==> src/rmbb_pkg.sv <==
// Shared types and constants for the RLE mask bounding box block.
// Used by rmbb_div and rle_mask_bounding_box; depends on nothing else.
package rmbb_pkg;

    localparam int DIVIDEND_W = 32;
    localparam int DIVISOR_W  = 16;
    localparam int DIV_STEPS  = DIVIDEND_W;

    // Configuration register indexes.
    localparam int CFG_ADDR_W = 1;
    localparam logic [CFG_ADDR_W-1:0] REG_IMAGE_HEIGHT = 1'b0;
    localparam logic [CFG_ADDR_W-1:0] REG_IMAGE_WIDTH  = 1'b1;

    // Status of the shared serial divider as seen by its sequencer.
    typedef struct packed {
        logic                  busy;
        logic                  done;
        logic [DIVIDEND_W-1:0] quotient;
        logic [DIVISOR_W-1:0]  remainder;
    } div_status_t;

endpackage

==> src/rle_mask_bounding_box.sv <==
// Bounding box of a column-major run-length-encoded binary mask.
// Depends on rmbb_pkg and on the serial divider rmbb_div.
//
// Usage:
//   The slave stream carries one run length per transaction in s_tdata, zeros
//   and ones runs alternating and starting with zeros; s_tlast marks the last
//   run of a mask. On that transaction the master stream carries one box in
//   m_tdata. Other transactions produce no output.
//   The configuration port writes image_height (index 0); image_width
//   (index 1) is accepted but does not change the box. A height of zero acts
//   as one. Write registers only while the block is idle.
// Timing:
//   A zeros run is accepted every cycle while the block is idle. A ones run
//   keeps s_tready low through two divisions on the shared divider, for its
//   start and then its end pixel, and a merge of the pixels into the box.
//   A last run then loads the box into the output register, which holds it
//   until m_tready; new runs are accepted meanwhile, and the next last run
//   waits, with s_tready low, for the register to be free.
// Reset clears the running position and the box, drops m_tvalid and sets
// the height to one.
module rle_mask_bounding_box #(
    parameter int DIM_BITS = 16
) (
    input  logic                              aclk,
    input  logic                              aresetn,
    input  logic                              s_tvalid,
    output logic                              s_tready,
    input  logic [31:0]                       s_tdata,   // [31:0] run_length
    input  logic                              s_tlast,
    output logic                              m_tvalid,
    input  logic                              m_tready,
    output logic [63:0]                       m_tdata,   // box_x, box_y, box_width, box_height
    input  logic                              cfg_wr_en,
    input  logic [rmbb_pkg::CFG_ADDR_W-1:0]   cfg_addr,
    input  logic [15:0]                       cfg_wdata
);
    import rmbb_pkg::*;

    localparam logic [2:0] ST_IDLE      = 3'd0;
    localparam logic [2:0] ST_DIV_START = 3'd1;
    localparam logic [2:0] ST_DIV_END   = 3'd2;
    localparam logic [2:0] ST_UPDATE    = 3'd3;
    localparam logic [2:0] ST_FINISH    = 3'd4;

    localparam logic [31:0]         DIM_MAX32 = (32'd1 << DIM_BITS) - 32'd1;
    localparam logic [DIM_BITS-1:0] DIM_MAX   = '1;

    typedef logic [DIM_BITS-1:0] dim_t;

    function automatic dim_t sat_dim(input logic [31:0] v);
        return (v > DIM_MAX32) ? DIM_MAX : v[DIM_BITS-1:0];
    endfunction

    function automatic dim_t dmin(input dim_t a, input dim_t b);
        return (a < b) ? a : b;
    endfunction

    function automatic dim_t dmax(input dim_t a, input dim_t b);
        return (a > b) ? a : b;
    endfunction

    logic [2:0]  state_reg, state_next;
    logic [31:0] pos_reg, pos_next;
    logic        parity_reg, parity_next;
    logic        any_ones_reg, any_ones_next;
    dim_t        min_col_reg, min_col_next;
    dim_t        max_col_reg, max_col_next;
    dim_t        min_row_reg, min_row_next;
    dim_t        max_row_reg, max_row_next;
    dim_t        start_col_reg, start_col_next;
    dim_t        start_row_reg, start_row_next;
    dim_t        end_col_reg, end_col_next;
    dim_t        end_row_reg, end_row_next;
    logic [31:0] end_pos_reg, end_pos_next;
    logic        last_reg, last_next;
    logic [15:0] height_reg;
    logic        m_tvalid_reg, m_tvalid_next;
    logic [63:0] m_tdata_reg, m_tdata_next;

    logic [15:0]       h_eff;
    dim_t              h_last_row;
    logic              s_fire;
    logic              out_free;
    logic              div_start;
    logic [31:0]       div_dividend;
    div_status_t       div_status;
    logic              crosses;
    dim_t              row_lo, row_hi, row_max_pair;
    logic [DIM_BITS:0] box_w, box_h;

    assign h_eff      = (height_reg == 16'd0) ? 16'd1 : height_reg;
    assign h_last_row = sat_dim(32'(h_eff - 16'd1));
    assign s_tready   = (state_reg == ST_IDLE);
    assign s_fire     = s_tvalid && s_tready;
    assign out_free   = !m_tvalid_reg || m_tready;

    // The divider serves the start pixel of a ones run first, then its end pixel.
    assign div_start    = (s_fire && parity_reg) ||
                          (state_reg == ST_DIV_START && div_status.done);
    assign div_dividend = (state_reg == ST_IDLE) ? pos_reg : end_pos_reg;

    rmbb_div u_div (
        .aclk     (aclk),
        .aresetn  (aresetn),
        .start    (div_start),
        .dividend (div_dividend),
        .divisor  (h_eff),
        .status   (div_status)
    );

    always_comb begin
        // A ones run that ends in a later column than it starts covers full columns.
        crosses      = start_col_reg < end_col_reg;
        row_max_pair = dmax(start_row_reg, end_row_reg);
        row_lo       = crosses ? '0 : dmin(start_row_reg, end_row_reg);
        row_hi       = crosses ? dmax(h_last_row, row_max_pair) : row_max_pair;

        box_w = {1'b0, max_col_reg} - {1'b0, min_col_reg} + (DIM_BITS+1)'(1);
        box_h = {1'b0, max_row_reg} - {1'b0, min_row_reg} + (DIM_BITS+1)'(1);
    end

    always_comb begin
        state_next     = state_reg;
        pos_next       = pos_reg;
        parity_next    = parity_reg;
        any_ones_next  = any_ones_reg;
        min_col_next   = min_col_reg;
        max_col_next   = max_col_reg;
        min_row_next   = min_row_reg;
        max_row_next   = max_row_reg;
        start_col_next = start_col_reg;
        start_row_next = start_row_reg;
        end_col_next   = end_col_reg;
        end_row_next   = end_row_reg;
        end_pos_next   = end_pos_reg;
        last_next      = last_reg;
        m_tvalid_next  = m_tvalid_reg && !m_tready;
        m_tdata_next   = m_tdata_reg;

        case (state_reg)
            ST_IDLE: begin
                if (s_fire) begin
                    pos_next  = pos_reg + s_tdata;
                    last_next = s_tlast;
                    if (!parity_reg) begin
                        parity_next = 1'b1;
                        state_next  = s_tlast ? ST_FINISH : ST_IDLE;
                    end else begin
                        end_pos_next = pos_reg + s_tdata - 32'd1;
                        state_next   = ST_DIV_START;
                    end
                end
            end
            ST_DIV_START: begin
                if (div_status.done) begin
                    start_col_next = sat_dim(div_status.quotient);
                    start_row_next = sat_dim(32'(div_status.remainder));
                    state_next     = ST_DIV_END;
                end
            end
            ST_DIV_END: begin
                if (div_status.done) begin
                    end_col_next = sat_dim(div_status.quotient);
                    end_row_next = sat_dim(32'(div_status.remainder));
                    state_next   = ST_UPDATE;
                end
            end
            ST_UPDATE: begin
                min_col_next  = dmin(min_col_reg, dmin(start_col_reg, end_col_reg));
                max_col_next  = dmax(max_col_reg, dmax(start_col_reg, end_col_reg));
                min_row_next  = dmin(min_row_reg, row_lo);
                max_row_next  = dmax(max_row_reg, row_hi);
                any_ones_next = 1'b1;
                parity_next   = 1'b0;
                state_next    = last_reg ? ST_FINISH : ST_IDLE;
            end
            ST_FINISH: begin
                if (out_free) begin
                    m_tvalid_next = 1'b1;
                    if (any_ones_reg) begin
                        m_tdata_next = {
                            16'(box_h[DIM_BITS] ? DIM_MAX : box_h[DIM_BITS-1:0]),
                            16'(box_w[DIM_BITS] ? DIM_MAX : box_w[DIM_BITS-1:0]),
                            16'(min_row_reg),
                            16'(min_col_reg)
                        };
                    end else begin
                        m_tdata_next = '0;
                    end
                    pos_next       = '0;
                    parity_next    = 1'b0;
                    any_ones_next  = 1'b0;
                    min_col_next   = DIM_MAX;
                    max_col_next   = '0;
                    min_row_next   = DIM_MAX;
                    max_row_next   = '0;
                    start_col_next = '0;
                    state_next     = ST_IDLE;
                end
            end
            default: begin
                state_next = ST_IDLE;
            end
        endcase
    end

    always_ff @(posedge aclk) begin
        if (!aresetn) begin
            state_reg     <= ST_IDLE;
            pos_reg       <= '0;
            parity_reg    <= 1'b0;
            any_ones_reg  <= 1'b0;
            min_col_reg   <= DIM_MAX;
            max_col_reg   <= '0;
            min_row_reg   <= DIM_MAX;
            max_row_reg   <= '0;
            start_col_reg <= '0;
            m_tvalid_reg  <= 1'b0;
        end else begin
            state_reg     <= state_next;
            pos_reg       <= pos_next;
            parity_reg    <= parity_next;
            any_ones_reg  <= any_ones_next;
            min_col_reg   <= min_col_next;
            max_col_reg   <= max_col_next;
            min_row_reg   <= min_row_next;
            max_row_reg   <= max_row_next;
            start_col_reg <= start_col_next;
            m_tvalid_reg  <= m_tvalid_next;
        end
    end

    always_ff @(posedge aclk) begin
        start_row_reg <= start_row_next;
        end_col_reg   <= end_col_next;
        end_row_reg   <= end_row_next;
        end_pos_reg   <= end_pos_next;
        last_reg      <= last_next;
        m_tdata_reg   <= m_tdata_next;
    end

    always_ff @(posedge aclk) begin
        if (!aresetn) begin
            height_reg <= 16'd1;
        end else if (cfg_wr_en) begin
            case (cfg_addr)
                REG_IMAGE_HEIGHT: height_reg <= cfg_wdata;
                // The mask width does not enter the box, so it is not kept.
                REG_IMAGE_WIDTH:  height_reg <= height_reg;
                default:          height_reg <= height_reg;
            endcase
        end
    end

    assign m_tvalid = m_tvalid_reg;
    assign m_tdata  = m_tdata_reg;

    assert property (@(posedge aclk) disable iff (!aresetn)
        s_tready |-> !div_status.busy)
        else $error("input accepted while the divider is busy");

    assert property (@(posedge aclk) disable iff (!aresetn)
        (s_fire && parity_reg) |=> (state_reg == ST_DIV_START && div_status.busy))
        else $error("ones run did not start its first division");

    assert property (@(posedge aclk) disable iff (!aresetn)
        m_tvalid |-> ((m_tdata[47:32] == 16'd0) == (m_tdata[63:48] == 16'd0)))
        else $error("box has zero width or height but not both");

    assert property (@(posedge aclk) disable iff (!aresetn)
        (state_reg == ST_IDLE && any_ones_reg) |->
            (min_col_reg <= max_col_reg && min_row_reg <= max_row_reg))
        else $error("box bounds out of order");

endmodule

==> src/rmbb_div.sv <==
// Radix-2 restoring divider, 32-bit dividend by 16-bit divisor, one bit per cycle.
// Depends on rmbb_pkg for widths and the status struct.
module rmbb_div (
    input  logic                                aclk,
    input  logic                                aresetn,
    input  logic                                start,
    input  logic [rmbb_pkg::DIVIDEND_W-1:0]     dividend,
    input  logic [rmbb_pkg::DIVISOR_W-1:0]      divisor,
    output rmbb_pkg::div_status_t               status
);
    import rmbb_pkg::*;

    localparam int CNT_W = $clog2(DIV_STEPS);

    logic                  busy_reg, busy_next;
    logic                  done_reg, done_next;
    logic [CNT_W-1:0]      count_reg, count_next;
    logic [DIVIDEND_W-1:0] quo_reg, quo_next;
    logic [DIVISOR_W-1:0]  rem_reg, rem_next;
    logic [DIVISOR_W-1:0]  div_reg, div_next;

    logic [DIVISOR_W:0]    rem_shift;
    logic [DIVISOR_W:0]    diff;
    logic                  fits;

    always_comb begin
        rem_shift = {rem_reg, quo_reg[DIVIDEND_W-1]};
        diff      = rem_shift - {1'b0, div_reg};
        fits      = rem_shift >= {1'b0, div_reg};

        busy_next  = busy_reg;
        done_next  = 1'b0;
        count_next = count_reg;
        quo_next   = quo_reg;
        rem_next   = rem_reg;
        div_next   = div_reg;

        if (start) begin
            busy_next  = 1'b1;
            count_next = '0;
            quo_next   = dividend;
            rem_next   = '0;
            div_next   = divisor;
        end else if (busy_reg) begin
            // The partial remainder stays below the divisor, so 16 bits hold it.
            rem_next   = fits ? diff[DIVISOR_W-1:0] : rem_shift[DIVISOR_W-1:0];
            quo_next   = {quo_reg[DIVIDEND_W-2:0], fits};
            count_next = count_reg + CNT_W'(1);
            if (count_reg == CNT_W'(DIV_STEPS - 1)) begin
                busy_next = 1'b0;
                done_next = 1'b1;
            end
        end
    end

    always_ff @(posedge aclk) begin
        if (!aresetn) begin
            busy_reg  <= 1'b0;
            done_reg  <= 1'b0;
            count_reg <= '0;
        end else begin
            busy_reg  <= busy_next;
            done_reg  <= done_next;
            count_reg <= count_next;
        end
    end

    always_ff @(posedge aclk) begin
        quo_reg <= quo_next;
        rem_reg <= rem_next;
        div_reg <= div_next;
    end

    assign status.busy      = busy_reg;
    assign status.done      = done_reg;
    assign status.quotient  = quo_reg;
    assign status.remainder = rem_reg;

endmodule

==> config.mk <==
export PLATFORM = sky130hd
export DESIGN_NAME = rle_mask_bounding_box
export DESIGN_NICKNAME = d
export VERILOG_FILES = /design/src/rmbb_pkg.sv /design/src/rle_mask_bounding_box.sv /design/src/rmbb_div.sv
export SDC_FILE = /design/constraint.sdc
export NUM_CORES = 1
export LEC_CHECK = 0
export ABC_AREA = 1
export BUFFER_PORTS_ARGS = -buffer_cell sky130_fd_sc_hd__buf_2
export CORE_ASPECT_RATIO = 0.8
export CORE_MARGIN = 4
export CORE_UTILIZATION = 55
export DETAILED_ROUTE_END_ITERATION = 7
export PLACE_DENSITY = 0.73
export SLEW_MARGIN = 5
export SYNTH_ARGS = -nofsm -noshare
export SYNTH_HDL_FRONTEND = slang
export SYNTH_SLANG_ARGS = --single-unit
==> constraint.sdc <==
create_clock -name aclk -period 11.62 [get_ports aclk]
set_input_delay 1.162 -clock aclk [delete_from_list [all_inputs] [get_ports aclk]]
set_output_delay 1.162 -clock aclk [all_outputs]
set_load 0.02 [all_outputs]
==> impl_metrics.yaml <==
logic_synthesis:
  synth_top_family_by_area: "simple AND/OR/NAND/NOR gates"
  async_flop_share_pct: 0
  synth_compound_area_share_pct: 13.3
  synth.most_common_cell: "nand2_1"
  synth_common_cells: "761 x nand2_1, 364 x inv_1, 241 x a21oi_1"
  synthSimpleGateAreaFrac_pct: 22.0
  yosys.area.top_type: "edfxtp_1"
  syn_nets: 3138
  synth_area_sq_um: 22300
  synth_top_area_share_pct: 26.0
  yosysWarnings: 0
  ys_seq_area_share_pct: 40.1
  synth_mux_area_share_pct: 0
  syn_area_per_cell_sq_um: 7.81
  synth-seq-cells: 350
  ys.flop_type: "edfxtp_1"
  synthCells: 2856
  synthAdderAreaFrac_pct: 12.9
  synth_area_leaders: "edfxtp_1 26%, dfxtp_1 14%, nand2_1 13%"
  synthXorXnorAreaFrac_pct: 3.62
  synth.distinct_cells: 58
  synth_edf_count: 193
critical_path:
  cp-start-kind: "flop"
  cp_slowest_cell: "nand2_1"
  rrSetupSlack_ns: 4.15
  slowest_delay_ns: 0.81
  reg2regPathDepth: 32
  critical_path_class: "reg2reg"
  worstPathRequired_ns: 12.07
  timing.rr.start: "start_row_reg[15]"
  end_kind: "flop"
  cp_common_cell: "nand2_1"
  cp_data_arrival_time_ns: 7.92
  r2r-end: "max_row_reg[2]"
  critPathMaxFanout: 38
timing:
  timing.final.crit_share_pct: 64.3
  drv_slew: 0
  skew_ns: 0.0219
  final.setup.tns_ns: 0
  fin_crit_ns: 7.47
  grt_setup_unrepaired: "false"
  hold_viol_final: 0
  fmax_ghz: 0.134
  worst_slew_pin_slew_ns: 1.16
  setup-violations-final: 0
  relSlewSlack_pct: 22.4
  setup_ws_ns: 4.15
cells_and_area:
  final_layout_size_suffix_gt1_share_pct: 8.96
  largest_reg_flops: 64
  synthToLayoutAreaGrowth_pct: 9.98
  post-route-cell-area_sq_um: 24500
  n_fill_cell: 3504
  final_nets: 3211
  final_cells: 3495
detailed_routing:
  drt_iter0_markers: 1666
  firstDrtPassIters: 5
  via_per_inst: 5.49
  drc: 0
  wl_mm: 56.4
  route.vias.total: 19187
  ant_nets: 0
  post_drt_wl_per_cell_um: 16.1
floorplanning:
  rows: 65
  core_sq_um: 39800
  num_io_pins: 121
  die-area_sq_um: 43800
  start_util_pct: 56.1
  die_h_um: 188
  dieWidth_um: 233
place:
  pre_cts_ws_ns: 4.35
  placed_cell_area_sq_um: 23300
  placed_cells: 3425
  io_buffers: 120
  place.gp.congestion: 0.936
  hpwl_mm: 43.3
worst_hold_path:
  min_from: "height_reg[13]"
  min_path_type: "reg2reg"
  hold_end: "u_div.div_reg[13]"
  holdPathStages: 0
clocking:
  cts_tree: "yes"
  clk-insertion-delay-late_ns: 0.54
  cts_buffers: 38
  clockBufferDepth: 3
  cts-root-buf: "clkbuf_16"
  post_cts_resize_count: 0
  cts_num_sinks: 350
  htree_levels: 2
  postCtsHoldBufs: 0
  cts_setup_buffers: 0
  cts.clk_slew.worst_paths_ns: 0.06
job:
  maxCapViolCount: 0
grt:
  overflow: 0
  grt_max_degree: 83
  groute.usage.overall_pct: 25.4
  grt_pass1_wl_mm: 91.7
  grt_pass1_vias: 18069
  antenna_found_initial: 0
power_and_ir_drop:
  p_leak_uw: 0.0118
  ir_drop_uv: 156
  powerDensity_nw_per_um2: 188
status:
  status: "completed"
## cell usage in the layout (no fill, tap or decap), types with 120 or more instances in the layout
cell type | Yosys | layout
nor2_1 | 183 | 178
buf_2 | 15 | 120
dfxtp_1 | 157 | 156
a21oi_1 | 241 | 241
nand2_1 | 761 | 760
edfxtp_1 | 193 | 193
nand3_1 | 136 | 136
inv_1 | 364 | 363
o21ai_0 | 157 | 157
ha_1 | 223 | 223
## worst max-delay path: cells and delay by family (launching register included)
family | cells | cell delay (ns)
AO/OA/AOI/OAI | 11 | 2.18
flip-flops | 1 | 0.40
adder cells (fa/ha/maj) | 3 | 0.84
buffers and inverters | 3 | 0.44
AND/OR/NAND/NOR | 15 | 3.52
## metal layers
metal	track usage, %	routed length, um	part of all wire (%)	vias to the layer above
li1	-	-	-	9650
met5	0	0	0	-
met2	40.1	24600	44	548
met1	37.8	27200	48	8917
met3	3.19	3590	6.4	72
met4	4.85	905	1.6	0
## cells by family after synthesis
group,after synthesis
and+or+nand+nor,1183
DFF,350
AOI/OAI and AO/OA,535
adders and majority gates,227
buffers and inverters,474
xor gates and xnor gates,87
## worst max path at each step
| stage | depth (start not counted) | startpoint | to | slack [ns] |
|---|---|---|---|---|
| floorplan | 39 | height_reg[9] | max_row_reg[13] | 6.59 |
| detailed placement | 32 | start_row_reg[15] | max_row_reg[2] | 4.35 |
| finish | 32 | start_row_reg[15] | max_row_reg[2] | 4.15 |
| global placement | 30 | start_row_reg[15] | max_row_reg[15] | 4.60 |
| CTS | 32 | start_row_reg[15] | max_row_reg[2] | 4.31 |
| global route | 30 | start_row_reg[15] | max_row_reg[15] | 3.36 |
## area by class of cell
cell class / count / area (sq um) / share of cell area (%)
inverter: 374 / 1400 / 5.72
clock buffer: 44 / 995 / 4.06
sequential: 350 / 8940 / 36.5
tap: 536 / 671 / 2.73
clock inverter: 25 / 236 / 0.964
antenna: 1 / 2.50 / 0.0102
multi-input combinational: 2032 / 11600 / 47.2
timing repair buffer: 133 / 698 / 2.85
## through the flow
| step | hold slack, ns | power, uW | util (%) |
|---|---|---|---|
| 2_1_floorplan | 0.445 | 2950 | - |
| 3_3_place_gp | 0.437 | 3370 | 58.6 |
| 3_5_place_dp | 0.426 | 3410 | 58.6 |
| 4_1_cts | 0.442 | 4620 | 61.7 |
| 5_1_grt | 0.455 | 4930 | 61.7 |
| 6_report | 0.439 | 4610 | 61.7 |
## power by group
group	internal (uW)	total [uW]	switching (uW)	leakage, uW
combinational	542	1680	1140	0.00800
sequential	1560	1730	171	0.00315
clock	705	1200	496	0.000601
Power figures use the tool's default switching activity.
